**config.mk**
```make
export PLATFORM = sky130hd
export DESIGN_NAME = dashed_dda_line_stepper
export DESIGN_NICKNAME = d
export VERILOG_FILES = /design/src/hw/rtl/ddls_pkg.sv /design/src/hw/rtl/ddls_divider.sv /design/src/hw/rtl/dashed_dda_line_stepper.sv
export SDC_FILE = /design/constraint.sdc
export NUM_CORES = 1
export LEC_CHECK = 0
export ABC_AREA = 1
export BUFFER_PORTS_ARGS = -buffer_cell sky130_fd_sc_hd__buf_2
export CORE_ASPECT_RATIO = 0.8
export CORE_MARGIN = 10
export CORE_UTILIZATION = 29
export DETAILED_ROUTE_END_ITERATION = 8
export HOLD_SLACK_MARGIN = 0.06
export PLACE_DENSITY = 0.51
export SKIP_LAST_GASP = 1
export SLEW_MARGIN = 20
export SYNTH_ARGS = -nofsm -noshare
export SYNTH_HDL_FRONTEND = slang
export SYNTH_HIERARCHICAL = 1
export SYNTH_SLANG_ARGS = --single-unit
```
**constraint.sdc**
```tcl
create_clock -name clk -period 5.71 [get_ports clk]
set_input_delay 0.571 -clock clk [delete_from_list [all_inputs] [get_ports clk]]
set_output_delay 0.571 -clock clk [all_outputs]
set_load 0.01 [all_outputs]
```
**src/hw/rtl/ddls_pkg.sv**
```systemverilog
// Shared constants and types for the dashed DDA line stepper.
// Used by ddls_divider, dashed_dda_line_stepper and ddls_checker; no dependencies.
package ddls_pkg;

  // Default geometry
  localparam int COORD_BITS_DEF = 10;
  localparam int FRAC_BITS_DEF  = 16;
  localparam int GAP_LEN_DEF    = 5;

  // Dash register and counter widths
  localparam int DASH_ON_BITS = 6;
  localparam int DASH_BITS    = 7;
  localparam logic [DASH_ON_BITS-1:0] DASH_ON_RESET = 6'd4;

  // Command codes
  localparam logic CMD_START   = 1'b0;
  localparam logic CMD_ADVANCE = 1'b1;

  // Sequencer states
  typedef enum logic [2:0] {
    S_IDLE = 3'b001,
    S_DIVX = 3'b010,
    S_DIVY = 3'b100
  } ddls_state_t;

  // Divider status toward the sequencer
  typedef struct packed {
    logic busy;
    logic done;
  } ddls_div_stat_t;

endpackage

```
**src/hw/rtl/ddls_divider.sv**
```systemverilog
// Shared restoring divider: quotient = (dividend << FRAC_BITS) / divisor.
// One quotient bit per cycle; status as ddls_pkg::ddls_div_stat_t.
module ddls_divider #(
  parameter int COORD_BITS = ddls_pkg::COORD_BITS_DEF,
  parameter int FRAC_BITS  = ddls_pkg::FRAC_BITS_DEF
) (
  input  logic                            clk,
  input  logic                            rst,
  input  logic                            go,
  input  logic [COORD_BITS-1:0]           dividend,
  input  logic [COORD_BITS-1:0]           divisor,
  output logic [COORD_BITS+FRAC_BITS-1:0] quotient,
  output ddls_pkg::ddls_div_stat_t        stat
);

  localparam int W  = COORD_BITS + FRAC_BITS;
  localparam int CW = $clog2(W + 1);

  logic [W-1:0]          dvd;
  logic [COORD_BITS-1:0] rem;
  logic [COORD_BITS-1:0] dsr;
  logic [W-1:0]          quo;
  logic [CW-1:0]         cnt;
  logic                  done;

  logic [COORD_BITS:0]   trial;
  logic                  fits;
  logic [COORD_BITS:0]   diff;

  // Trial subtract of the partial remainder
  always_comb begin
    trial = {rem, dvd[W-1]};
    fits  = (trial >= {1'b0, dsr});
    diff  = trial - {1'b0, dsr};
  end

  // Control: iteration counter and done pulse
  always_ff @(posedge clk) begin
    if (rst) begin
      cnt  <= '0;
      done <= 1'b0;
    end else if (go) begin
      cnt  <= CW'(W);
      done <= 1'b0;
    end else if (cnt != '0) begin
      cnt  <= cnt - 1'b1;
      done <= (cnt == CW'(1));
    end else begin
      done <= 1'b0;
    end
  end

  // Datapath: one quotient bit per cycle
  always_ff @(posedge clk) begin
    if (go) begin
      dvd <= {dividend, {FRAC_BITS{1'b0}}};
      dsr <= divisor;
      rem <= '0;
      quo <= '0;
    end else if (cnt != '0) begin
      dvd <= {dvd[W-2:0], 1'b0};
      rem <= fits ? diff[COORD_BITS-1:0] : trial[COORD_BITS-1:0];
      quo <= {quo[W-2:0], fits};
    end
  end

  assign quotient  = quo;
  assign stat.busy = (cnt != '0);
  assign stat.done = done;

endmodule

```
**src/hw/rtl/dashed_dda_line_stepper.sv**
```systemverilog
// Dashed DDA line stepper: top level with sequencer, accumulators and output register.
// Depends on ddls_pkg and ddls_divider.
//
// A start item (cmd=0) returns the start pixel in the next cycle, then keeps in_stall
// high while the shared divider forms the x and then the y increment, one quotient bit
// per cycle; a zero-length line starts no division. Advance items (cmd=1) stream pixels
// at one per cycle while out_stall is low. Each result is held in an output register; a
// new item is taken while a result waits only if that result is being taken in the same
// cycle. dash_on may be written at any time through the cfg channel, which is always
// ready.
module dashed_dda_line_stepper #(
  parameter int COORD_BITS = ddls_pkg::COORD_BITS_DEF,
  parameter int FRAC_BITS  = ddls_pkg::FRAC_BITS_DEF,
  parameter int GAP_LEN    = ddls_pkg::GAP_LEN_DEF
) (
  input  logic                              clk,
  input  logic                              rst,
  // Configuration write channel
  input  logic                              cfg_valid,
  output logic                              cfg_ready,
  input  logic [ddls_pkg::DASH_ON_BITS-1:0] cfg_data,
  // Input channel
  input  logic                              in_valid,
  output logic                              in_stall,
  input  logic                              cmd,
  input  logic [COORD_BITS-1:0]             x_start,
  input  logic [COORD_BITS-1:0]             y_start,
  input  logic [COORD_BITS-1:0]             x_end,
  input  logic [COORD_BITS-1:0]             y_end,
  // Output channel
  output logic                              out_valid,
  input  logic                              out_stall,
  output logic [COORD_BITS-1:0]             px,
  output logic [COORD_BITS-1:0]             py,
  output logic                              plot,
  output logic                              last
);

  localparam int ACC = COORD_BITS + FRAC_BITS + 1;
  localparam int QW  = COORD_BITS + FRAC_BITS;
  localparam int DB  = ddls_pkg::DASH_BITS;
  localparam int OB  = ddls_pkg::DASH_ON_BITS;
  localparam logic [DB-1:0]  GAP_W = DB'(GAP_LEN);
  localparam logic [ACC-1:0] HALF  = ACC'(1) << (FRAC_BITS - 1);

  // State
  ddls_pkg::ddls_state_t state;
  logic [OB-1:0]         dash_on;
  logic [ACC-1:0]        x_accum;
  logic [ACC-1:0]        y_accum;
  logic [ACC-1:0]        x_step_inc;
  logic [ACC-1:0]        y_step_inc;
  logic [COORD_BITS:0]   steps_left;
  logic [DB-1:0]         dash_count;
  logic                  line_active;
  logic                  x_neg;
  logic                  y_neg;
  logic [COORD_BITS-1:0] ady_hold;

  // Handshake
  logic in_acc;
  logic start_acc;
  logic adv_acc;
  logic slot_free;

  assign cfg_ready = 1'b1;
  assign slot_free = !out_valid || !out_stall;
  assign in_stall  = !((state == ddls_pkg::S_IDLE) && slot_free);
  assign in_acc    = in_valid && !in_stall;
  assign start_acc = in_acc && (cmd == ddls_pkg::CMD_START);
  assign adv_acc   = in_acc && (cmd == ddls_pkg::CMD_ADVANCE);

  // Endpoint geometry of a start item
  logic                  xs_neg;
  logic                  ys_neg;
  logic [COORD_BITS-1:0] adx;
  logic [COORD_BITS-1:0] ady;
  logic [COORD_BITS-1:0] n_len;

  always_comb begin
    xs_neg = (x_end < x_start);
    ys_neg = (y_end < y_start);
    adx    = xs_neg ? (x_start - x_end) : (x_end - x_start);
    ady    = ys_neg ? (y_start - y_end) : (y_end - y_start);
    n_len  = (adx > ady) ? adx : ady;
  end

  // Shared divider: x increment first, then y
  logic                     div_go;
  logic [COORD_BITS-1:0]    div_dividend;
  logic [COORD_BITS-1:0]    div_divisor;
  logic [QW-1:0]            div_q;
  ddls_pkg::ddls_div_stat_t div_stat;
  logic [ACC-1:0]           q_mag;
  logic [ACC-1:0]           q_signed;

  always_comb begin
    div_go       = 1'b0;
    div_dividend = ady_hold;
    div_divisor  = steps_left[COORD_BITS-1:0];
    if (state == ddls_pkg::S_IDLE) begin
      div_go       = start_acc && (n_len != '0);
      div_dividend = adx;
      div_divisor  = n_len;
    end else if (state == ddls_pkg::S_DIVX) begin
      div_go = div_stat.done;
    end
    q_mag    = ACC'(div_q);
    q_signed = ((state == ddls_pkg::S_DIVX) ? x_neg : y_neg) ? (ACC'(0) - q_mag) : q_mag;
  end

  ddls_divider #(
    .COORD_BITS (COORD_BITS),
    .FRAC_BITS  (FRAC_BITS)
  ) u_div (
    .clk      (clk),
    .rst      (rst),
    .go       (div_go),
    .dividend (div_dividend),
    .divisor  (div_divisor),
    .quotient (div_q),
    .stat     (div_stat)
  );

  // Step datapath: accumulate and round half up
  logic [ACC-1:0]        x_accum_next;
  logic [ACC-1:0]        y_accum_next;
  logic [ACC-1:0]        x_round;
  logic [ACC-1:0]        y_round;
  logic [COORD_BITS:0]   steps_left_next;
  logic [DB-1:0]         lim_gap;
  logic                  drawn;
  logic [DB-1:0]         dash_count_next;

  always_comb begin
    x_accum_next    = x_accum + x_step_inc;
    y_accum_next    = y_accum + y_step_inc;
    x_round         = x_accum_next + HALF;
    y_round         = y_accum_next + HALF;
    steps_left_next = steps_left - 1'b1;
    lim_gap         = DB'(dash_on) + GAP_W;
    // Dash phase: gap between dash_on and lim_gap, wrap at lim_gap
    if ((dash_count > DB'(dash_on)) && (dash_count < lim_gap)) begin
      drawn           = 1'b0;
      dash_count_next = dash_count + 1'b1;
    end else if (dash_count == lim_gap) begin
      drawn           = 1'b0;
      dash_count_next = '0;
    end else begin
      drawn           = 1'b1;
      dash_count_next = dash_count + 1'b1;
    end
  end

  // Sequencer
  always_ff @(posedge clk) begin
    if (rst) begin
      state <= ddls_pkg::S_IDLE;
    end else begin
      case (state)
        ddls_pkg::S_IDLE: begin
          if (div_go) state <= ddls_pkg::S_DIVX;
        end
        ddls_pkg::S_DIVX: begin
          if (div_stat.done) state <= ddls_pkg::S_DIVY;
        end
        ddls_pkg::S_DIVY: begin
          if (div_stat.done) state <= ddls_pkg::S_IDLE;
        end
        default: state <= ddls_pkg::S_IDLE;
      endcase
    end
  end

  // Configuration register
  always_ff @(posedge clk) begin
    if (rst) begin
      dash_on <= ddls_pkg::DASH_ON_RESET;
    end else if (cfg_valid && cfg_ready) begin
      dash_on <= cfg_data;
    end
  end

  // Line state
  always_ff @(posedge clk) begin
    if (rst) begin
      x_accum     <= '0;
      y_accum     <= '0;
      x_step_inc  <= '0;
      y_step_inc  <= '0;
      steps_left  <= '0;
      dash_count  <= '0;
      line_active <= 1'b0;
    end else if (start_acc) begin
      x_accum     <= {1'b0, x_start, {FRAC_BITS{1'b0}}};
      y_accum     <= {1'b0, y_start, {FRAC_BITS{1'b0}}};
      x_step_inc  <= '0;
      y_step_inc  <= '0;
      steps_left  <= {1'b0, n_len};
      dash_count  <= '0;
      line_active <= (n_len != '0);
    end else if (adv_acc && line_active) begin
      x_accum     <= x_accum_next;
      y_accum     <= y_accum_next;
      steps_left  <= steps_left_next;
      dash_count  <= dash_count_next;
      line_active <= (steps_left_next != '0);
    end else if (div_stat.done) begin
      if (state == ddls_pkg::S_DIVX) x_step_inc <= q_signed;
      if (state == ddls_pkg::S_DIVY) y_step_inc <= q_signed;
    end
  end

  // Signs and y distance kept for the second division
  always_ff @(posedge clk) begin
    if (start_acc) begin
      x_neg    <= xs_neg;
      y_neg    <= ys_neg;
      ady_hold <= ady;
    end
  end

  // Output register
  always_ff @(posedge clk) begin
    if (rst) begin
      out_valid <= 1'b0;
    end else if (in_acc) begin
      out_valid <= 1'b1;
    end else if (!out_stall) begin
      out_valid <= 1'b0;
    end
  end

  always_ff @(posedge clk) begin
    if (start_acc) begin
      px   <= x_start;
      py   <= y_start;
      plot <= 1'b1;
      last <= (n_len == '0);
    end else if (adv_acc) begin
      if (line_active) begin
        px   <= x_round[FRAC_BITS +: COORD_BITS];
        py   <= y_round[FRAC_BITS +: COORD_BITS];
        plot <= drawn;
        last <= (steps_left_next == '0);
      end else begin
        px   <= '0;
        py   <= '0;
        plot <= 1'b0;
        last <= 1'b1;
      end
    end
  end

endmodule

```
==> results of run 1 <==
-- report_power, final --
part / internal [W] / switching (W)
Sequential: 0.00190 / 0.000150
Combinational: 0.000748 / 0.00161
Clock: 0.000989 / 0.000717
Total: 0.00364 / 0.00248
-- routing by layer --
metal  global-route usage (%)  part of all wire (%)  vias up
met5                        0                     0        -
met4                    2.071                   1.1        0
met3                    1.948                   5.7       35
met2                    21.42                    39      420
met1                    23.83                    54     7566
li1                         -                     -     8332
-- registers in the layout, summed over array words and instances, names as in the netlist, 11 cells and up --
name            flops
x_step_inc         26
y_accum            26
steps_left         11
x_accum            26
u_div/quotient     26
y_step_inc         26
-- worst reg2reg max path, delay by kind of cell (launching register included) --
kind            cells  cell delay, ps
simple gates        5            2570
flops               1             350
buf+inv             1             350
compound gates      2             170
-- through the flow --
stage / std cells / setup WS [ps] / hold slack [ps]
detailed placement: 3343 / 495.6 / 464.2
CTS: 3392 / 1061 / 243.1
global route: 3392 / 544.1 / 268.7
floorplan: 2546 / 1334 / 443.5
finish: 3392 / 864.2 / 280.3
global placement: 3343 / 632.4 / 458.8
-- path summary, 6_finish.rpt --
| check | end | slack, ps | cells past startpoint |
|---|---|---|---|
| max | u_div/rem[1] | 860 | 30 |
| min reg2reg | x_accum[0] | 470 | 2 |
| min | dash_on[2] | 280 | 3 |
| max reg2reg | px[3] | 1950 | 8 |
-- synthesized netlist by cell type (3+ instances only) --
master | number | share of area, %
a21oi_1 | 145 | 4.3
a31oi_1 | 31 | 1.1
and2_1 | 4 | 0.15
and3_1 | 3 | 0.11
buf_1 | 3 | 0.067
buf_2 | 24 | 0.71
buf_4 | 4 | 0.18
clkbuf_1 | 26 | 0.58
dfxtp_1 | 176 | 21
edfxtp_1 | 53 | 9.4
fa_1 | 7 | 0.83
ha_1 | 130 | 9.6
inv_1 | 377 | 8.4
inv_2 | 9 | 0.20
nand2_1 | 739 | 16
nand2_2 | 16 | 0.59
nand3_1 | 159 | 4.7
nand3_2 | 5 | 0.30
nand3b_1 | 8 | 0.35
nand4_1 | 44 | 1.6
nor2_1 | 207 | 4.6
nor2_2 | 9 | 0.33
nor2_4 | 6 | 0.40
nor3_1 | 12 | 0.35
nor3_2 | 4 | 0.24
o211ai_1 | 5 | 0.22
o21a_1 | 9 | 0.40
o21ai_0 | 146 | 4.3
o21ai_1 | 8 | 0.24
o21ai_2 | 3 | 0.16
o21bai_1 | 34 | 1.5
o22ai_1 | 26 | 0.96
o31ai_1 | 3 | 0.13
or2_2 | 8 | 0.30
xnor2_1 | 40 | 2.1
xor2_1 | 40 | 2.1
-- kinds of logic after synthesis --
family / share of synthesized area, %
and+or+nand+nor: 30.90
buffers and inverters: 10.44
AOI/OAI and AO/OA: 13.69
DFF: 30.22
adders and majority gates: 10.44
xor gates and xnor gates: 4.302
other: 0.02215
-- layout make-up --
cell class              count  area [um^2]
well taps                 769        962.2
clock buffers              34        721.9
clock inverters            15        140.1
repair buffers             90        488.0
flip-flops and latches    229         5115
fillers                  6428        38980
inverters                 387         1453
multi-input cells        1868        10060
==> flow_metrics.py, run 1 <==
metrics = {
    "status": {
        "status": "finished, final reports clean",
    },
    "cells_and_area": {
        "fin_nets": 2792,
        "num_antenna_cells": 0,
        "drive_gt1_share_pct": 7.625,
        "layout_commonest_cell": "nand2_1",
        "utilization_pct": 32.70,
        "area_delta_synth_final_pct": 11.91,
        "mostFrequentLayoutCells": "nand2_1 (739), inv_1 (377), nor2_1 (204)",
        "fin_area_mm2": 0.01894,
    },
    "routing": {
        "drtIter0Drc": 1281,
        "wl_per_cell_um": 15.91,
        "drt-total-wl_um": 53950,
        "routed_via_density": 4.821,
        "drc": 0,
        "vias": 16353,
        "ant_nets": 0,
        "first_pass_iters": 6,
    },
    "clock_network": {
        "cts-resized-gates": 0,
        "clock_latency_ps": 550,
        "cts_sinks": 229,
        "cts_made_buffers": 27,
        "cts_buffer_depth": 3,
        "tritoncts": "built",
        "path_clk_slew_ps": 70,
        "cts_setup_buffers": 0,
        "htree_levels": 1,
        "holdBufCountCts": 0,
        "root_buffer": "clkbuf_16",
    },
    "yosys": {
        "yosysWarnings": 6,
        "ys_seq_elements": 229,
        "netlist_area_mm2": 0.01693,
        "synth_enable_flop_cells": 53,
        "synth-seq-area-share_pct": 30.22,
        "synth_nets": 2735,
        "async_flop_share_pct": 0,
        "synth_cell_types": 55,
        "syn_inst": 2546,
        "synthFlopType": "dfxtp_1",
        "avgSynthCellArea_um2": 6.649,
    },
    "sta": {
        "finalSetupTns_ps": 0,
        "rsz0062_at_grt": "no",
        "max_slew_margin_pct": 34.98,
        "finalHoldViolCount": 0,
        "slew_violations": 0,
        "timing.final.crit_period_ps": 4846,
        "fin_crit_sh_pct": 84.87,
        "fin_skew_ps": 13.58,
        "finalSetupViolations": 0,
        "fmax_ghz": 0.2064,
        "tightestPinTransition_ps": 974.3,
    },
    "grt": {
        "grt_max_degree": 60,
        "antenna_found_initial": 2,
        "grt_pass1_wl_um": 84990,
        "grt_pass1_vias": 15230,
        "grtUsageTotal_pct": 15.09,
        "grt_overflow": 0,
    },
    "place": {
        "place_area_mm2": 0.01808,
        "post-dp-hpwl_um": 43350,
        "port_buffers": 75,
        "gp_congestion": 0.8944,
    },
    "power": {
        "p_total_w": 0.006118,
        "p_leak_nw": 9.196,
        "power_density_mw_per_mm2": 323.0,
        "peakVddDrop_uv": 176.9,
    },
    "worst_setup_path": {
        "required_ps": 6200,
        "worstSetupStartpointType": "input port",
        "rr_startpoint": "state[2]",
        "critical_path_class": "in -> reg",
        "cp_top_family": "simple AND/OR/NAND/NOR gates",
        "crit_path_max_incr_delay_ps": 430,
        "slowest_stage": "ha_1",
        "crit_top_cell": "nand2_1",
        "cp.arrival_ps": 5340,
        "path_max_fanout": 26,
        "path_buf_inv": 7,
        "critical_path.startpoint": "x_start[5]",
        "cp-end-kind": "register",
    },
    "die": {
        "dieArea_mm2": 0.06849,
        "row_count": 79,
        "start_util_pct": 29.22,
        "core_region_area_mm2": 0.05792,
        "die_w_um": 290.1,
        "ioPinCount": 77,
        "fp.dieH_um": 236.1,
    },
    "hold_path": {
        "hold_class": "in -> reg",
        "worstHoldStart": "cfg_data[2]",
    },
    "flow_run": {
        "max-cap-violations": 0,
    },
}
(Power assumes the default switching activity.)
==> run 2, diff against run 1 <==
--- a/config.mk
+++ b/config.mk
@@ -12,7 +12,7 @@
 export CORE_UTILIZATION = 29
 export DETAILED_ROUTE_END_ITERATION = 8
 export HOLD_SLACK_MARGIN = 0.06
-export PLACE_DENSITY = 0.51
+export PLACE_DENSITY = 0.52
 export SKIP_LAST_GASP = 1
 export SLEW_MARGIN = 20
 export SYNTH_ARGS = -nofsm -noshare
==> constraint.sdc (replaced) <==
create_clock -name clk -period 4.2 [get_ports clk]
set_input_delay 0.42 -clock clk [delete_from_list [all_inputs] [get_ports clk]]
set_output_delay 0.42 -clock clk [all_outputs]
set_load 0.01 [all_outputs]
==> run 2 against run 1 <==
  * Via count increased by 3.7%
  * Register-to-register slack got worse by 1300 ps
  * Critical path depth unchanged
  * Utilization increased by 2.1 points
  * Global-route usage increased by 0.40 points
  * Worst setup slack got worse by 570 ps
  * Die area unchanged
  * Sequential cell count unchanged
==> flow_metrics.py, run 2 (same netlist as run 1, synthesis figures left out) <==
metrics = {
    "clock_network": {
        "clock_latency_ps": 550,
        "cts_made_buffers": 26,
        "path_clk_slew_ps": 60,
        "cts_buffer_depth": 3,
        "cts_sinks": 229,
        "tritoncts": "built",
        "htree_levels": 1,
        "root_buffer": "clkbuf_16",
        "cts_setup_buffers": 0,
    },
    "sta": {
        "slew_violations": 0,
        "timing.final.crit_period_ps": 3910,
        "fin_skew_ps": 13.42,
        "fmax_ghz": 0.2558,
        "setup_ws_ps": 290.4,
        "tightestPinTransition_ps": 989.9,
        "finalSetupViolations": 0,
        "finalSetupTns_ps": 0,
        "fin_crit_sh_pct": 93.09,
        "finalHoldViolCount": 0,
        "max_slew_margin_pct": 33.93,
    },
    "routing": {
        "wl_per_cell_um": 15.55,
        "vias": 16954,
        "routed_via_density": 4.781,
        "drtIter0Drc": 1274,
        "ant_nets": 0,
        "first_pass_iters": 5,
        "drc": 0,
        "drt-total-wl_um": 55140,
    },
    "grt": {
        "grtUsageTotal_pct": 15.49,
        "antenna_found_initial": 0,
        "grt_max_degree": 54,
        "grt_overflow": 0,
        "grt_pass1_wl_um": 87970,
        "grt_pass1_vias": 16135,
    },
    "worst_setup_path": {
        "cp-end-kind": "register",
        "critical_path_class": "in -> reg",
        "slowest_stage": "fa_1",
        "required_ps": 4690,
        "crit_path_max_incr_delay_ps": 460,
        "cp.arrival_ps": 4400,
        "path_max_fanout": 14,
        "worstSetupStartpointType": "input port",
    },
    "place": {
        "gp_congestion": 0.9442,
        "pre_cts_ws_ps": -383.2,
        "post-dp-hpwl_um": 44270,
        "port_buffers": 75,
    },
    "cells_and_area": {
        "area_delta_synth_final_pct": 19.22,
        "nFillCells": 6250,
        "mostFrequentLayoutCells": "nand2_1 (736), inv_1 (376), nor2_1 (200)",
        "num_antenna_cells": 0,
        "fin_nets": 2947,
        "drive_gt1_share_pct": 13.18,
        "layout_commonest_cell": "nand2_1",
    },
    "die": {
        "start_util_pct": 29.22,
        "ioPinCount": 77,
        "dieArea_mm2": 0.06849,
        "core_region_area_mm2": 0.05792,
        "row_count": 79,
        "fp.dieH_um": 236.1,
        "die_w_um": 290.1,
    },
    "power": {
        "power_density_mw_per_mm2": 435.4,
        "peakVddDrop_uv": 265.1,
        "p_leak_nw": 9.913,
        "p_total_w": 0.008787,
    },
    "flow_run": {
        "max-cap-violations": 0,
    },
    "hold_path": {
        "hold_class": "in -> reg",
    },
    "status": {
        "status": "finished, final reports clean",
    },
}
==> run 2: cell count changes in the layout (fill, tap and decap cells not counted), moves of 3 or more <==
cell | previous run | this run
nor2_4 | 8 | 11
ha_2 | 0 | 3
clkinv_2 | 6 | 2
nand2_1 | 739 | 736
ha_1 | 130 | 127
buf_4 | 15 | 164
buf_12 | 0 | 4
nor2_1 | 204 | 200
clkbuf_1 | 5 | 11
==> run 2: report_power, final <==
| group | leakage [nW] | internal (W) | switching (W) | total (W) |
|---|---|---|---|---|
| Combinational | 7.57 | 0.00142 | 0.00233 | 0.00375 |
| Clock | 0.396 | 0.00127 | 0.000983 | 0.00225 |
| Sequential | 1.95 | 0.00258 | 0.000203 | 0.00279 |
| Total | 9.91 | 0.00527 | 0.00352 | 0.00879 |
==> run 2: final timing paths <==
| path | slack (ps) | cells past startpoint | end | from |
|---|---|---|---|---|
| max | 290 | 30 | u_div/rem[0] | x_end[0] |
| min | 100 | 3 | dash_on[2] | cfg_data[2] |
| max reg2reg | 700 | 17 | px[7] | x_accum[0] |
| min reg2reg | 470 | 2 | y_accum[0] | y_accum[0] |
==> run 2: layout make-up <==
type	instances	area (um^2)	share of cell area [%]
Multi-Input combinational cell	1870	10150	50.28
Inverter	387	1453	7.198
Sequential cell	229	5115	25.35
Clock inverter	8	76.32	0.3782
Tap cell	769	962.2	4.768
Timing Repair Buffer	244	1698	8.413
Clock buffer	39	730.7	3.621
==> run 2: repair_timing <==
| action | CTS | global route |
|---|---|---|
| setup endpoints to repair | 0 | 66 |
| hold buffers | 0 | 0 |
| gates resized for setup | 0 | 21 |
==> run 2: worst max-delay path: cells and delay by family <==
family          cells  cell delay (ps)
compound gates      1              240
simple gates       18             2030
buf+inv             8              840
fa+ha+maj           3              880
==> run 2: metal layers <==
metal	part of all wire, %	vias to the layer above	wire length (um)	track usage (%)
met1	53	7827	29500	24.26
met3	6.6	35	3637	2.425
met4	1.1	0	615	2.353
met2	39	448	21390	21.80
met5	0	-	0	0
li1	-	8644	-	-
==> run 2: stage by stage <==
stage | cells | cell area (um^2) | utilization (%) | hold slack (ps)
3_3_place_gp | 3497 | 19290 | 33.30 | 459.3
6_report | 3546 | 20180 | 34.84 | 104.3
3_5_place_dp | 3497 | 19290 | 33.30 | 460.0
4_1_cts | 3544 | 20100 | 34.70 | 86.59
5_1_grt | 3546 | 20180 | 34.84 | 100.5
2_1_floorplan | 2546 | 16930 | - | 443.5
==> run 3, diff against run 2 <==
--- a/config.mk
+++ b/config.mk
@@ -7,12 +7,13 @@
 export LEC_CHECK = 0
 export ABC_AREA = 1
 export BUFFER_PORTS_ARGS = -buffer_cell sky130_fd_sc_hd__buf_2
+export CAP_MARGIN = 0
 export CORE_ASPECT_RATIO = 0.8
 export CORE_MARGIN = 10
 export CORE_UTILIZATION = 29
 export DETAILED_ROUTE_END_ITERATION = 8
 export HOLD_SLACK_MARGIN = 0.06
-export PLACE_DENSITY = 0.52
+export PLACE_DENSITY = 0.5
 export SKIP_LAST_GASP = 1
 export SLEW_MARGIN = 20
 export SYNTH_ARGS = -nofsm -noshare
==> run 3 against run 2 <==
  * Die area unchanged
  * Hold slack worse by 0.77 ps
  * Sequential share of layout area down 0.27 points
  * Global-route usage down 0.16 points
  * Via count down 0.40%
  * Largest cell class unchanged
  * Worst setup slack worse by 67 ps
  * Sequential cell count unchanged
  * Utilization up 0.37 points
==> flow_metrics.py, run 3 (same netlist as run 1, synthesis figures left out) <==
metrics = {
    "cells_and_area": {
        "fin_area_mm2": 0.02040,
        "mostFrequentLayoutCells": "nand2_1 (732), inv_1 (375), nor2_1 (195)",
        "nFillCells": 6287,
        "utilization_pct": 35.21,
        "area_delta_synth_final_pct": 20.49,
        "fin_nets": 2965,
        "drive_gt1_share_pct": 14.36,
        "fin_cells": 3562,
        "layout_commonest_cell": "nand2_1",
    },
    "grt": {
        "antenna_found_initial": 2,
        "grtUsageTotal_pct": 15.33,
        "grt_max_degree": 61,
        "grt_overflow": 0,
        "grt_pass1_vias": 16125,
        "grt_pass1_wl_um": 87060,
    },
    "die": {
        "dieArea_mm2": 0.06849,
        "die_w_um": 290.1,
        "row_count": 79,
        "ioPinCount": 77,
        "core_region_area_mm2": 0.05792,
        "start_util_pct": 29.22,
        "fp.dieH_um": 236.1,
    },
    "power": {
        "p_total_w": 0.008879,
        "peakVddDrop_uv": 268.0,
        "power_density_mw_per_mm2": 435.3,
        "p_leak_nw": 10.01,
    },
    "place": {
        "post-dp-hpwl_um": 43920,
        "place_area_mm2": 0.01939,
        "port_buffers": 75,
        "dp.cells": 3512,
        "pre_cts_ws_ps": -498.0,
        "gp_congestion": 0.9234,
    },
    "routing": {
        "drt-total-wl_um": 54780,
        "ant_nets": 0,
        "drc": 0,
        "wl_per_cell_um": 15.38,
        "routed_via_density": 4.741,
        "drtIter0Drc": 1296,
        "vias": 16887,
        "first_pass_iters": 7,
    },
    "worst_setup_path": {
        "r2r_setup_slack_ps": 600,
        "path_max_fanout": 14,
        "crit_top_cell": "nand2_1",
        "cp-end-kind": "register",
        "cp.arrival_ps": 4460,
        "required_ps": 4690,
        "critical_path_class": "in -> reg",
        "slowest_stage": "fa_1",
        "crit_path_max_incr_delay_ps": 390,
        "worstSetupStartpointType": "input port",
    },
    "sta": {
        "slew_violations": 0,
        "finalSetupViolations": 0,
        "fin_crit_sh_pct": 94.69,
        "fmax_ghz": 0.2514,
        "max_slew_margin_pct": 37.45,
        "fin_skew_ps": 16.99,
        "timing.final.crit_period_ps": 3977,
        "setup_ws_ps": 222.9,
        "tightestPinTransition_ps": 937.2,
        "finalHoldViolCount": 0,
    },
    "clock_network": {
        "clock_latency_ps": 550,
        "path_clk_slew_ps": 60,
        "tritoncts": "built",
        "cts_sinks": 229,
        "cts_buffer_depth": 3,
        "cts_made_buffers": 25,
        "root_buffer": "clkbuf_16",
        "htree_levels": 1,
    },
    "flow_run": {
        "max-cap-violations": 0,
    },
    "hold_path": {
        "hold_class": "in -> reg",
    },
    "status": {
        "status": "finished, final reports clean",
    },
}
## run 3: area by class of cell
cell class | instances | area (um^2) | share of cell area [%]
Antenna cell | 1 | 2.502 | 0.01227
Timing Repair Buffer | 264 | 1839 | 9.018
Clock buffer | 34 | 694.4 | 3.405
Multi-Input combinational cell | 1869 | 10220 | 50.09
Tap cell | 769 | 962.2 | 4.718
Inverter | 387 | 1453 | 7.122
Clock inverter | 9 | 113.9 | 0.5582
Sequential cell | 229 | 5115 | 25.08
## run 3: what timing repair did
| item | in CTS | in global routing |
|---|---|---|
| resized for setup | 0 | 43 |
| hold buffers | 0 | 0 |
| setup buffers | 0 | 5 |
| setup endpoints to repair | 0 | 72 |
| hold endpoints to repair | 0 | 0 |
## run 3: layer usage
metal | up-vias | track usage [%] | part of all wire [%]
li1 | 8681 | - | -
met1 | 7825 | 23.80 | 54
met2 | 345 | 21.89 | 39
met3 | 36 | 2.322 | 5.5
met4 | 0 | 2.306 | 1.2
met5 | - | 0 | 0
## run 3: report_power, final
group	switching [W]	internal [W]	total [W]	leakage, nW
combinational	0.00239	0.00148	0.00386	7.67
sequential	0.000201	0.00258	0.00278	1.95
clock	0.000948	0.00129	0.00223	0.392
## run 3: worst max-delay path, delay by kind of cell
| family | cells | cell delay (ps) |
|---|---|---|
| AND/OR/NAND/NOR | 19 | 2120 |
| buffers and inverters | 9 | 970 |
| adder cells (fa/ha/maj) | 3 | 800 |
| XOR/XNOR | 1 | 140 |
## run 3: worst paths after layout
check / from / end / cells past startpoint
max: y_start[0] / u_div/rem[9] / 32
min: cfg_data[2] / dash_on[2] / 3
max reg2reg: x_accum[0] / px[3] / 16
min reg2reg: y_accum[2] / y_accum[2] / 2
## run 3: per-stage QoR
step	setup TNS (ps)	hold WS (ps)
6_report	0	103.6
5_1_grt	-33.72	102.3
3_5_place_dp	-27770	467.7
4_1_cts	0	75.39
3_3_place_gp	-21390	458.8
2_1_floorplan	0	443.5
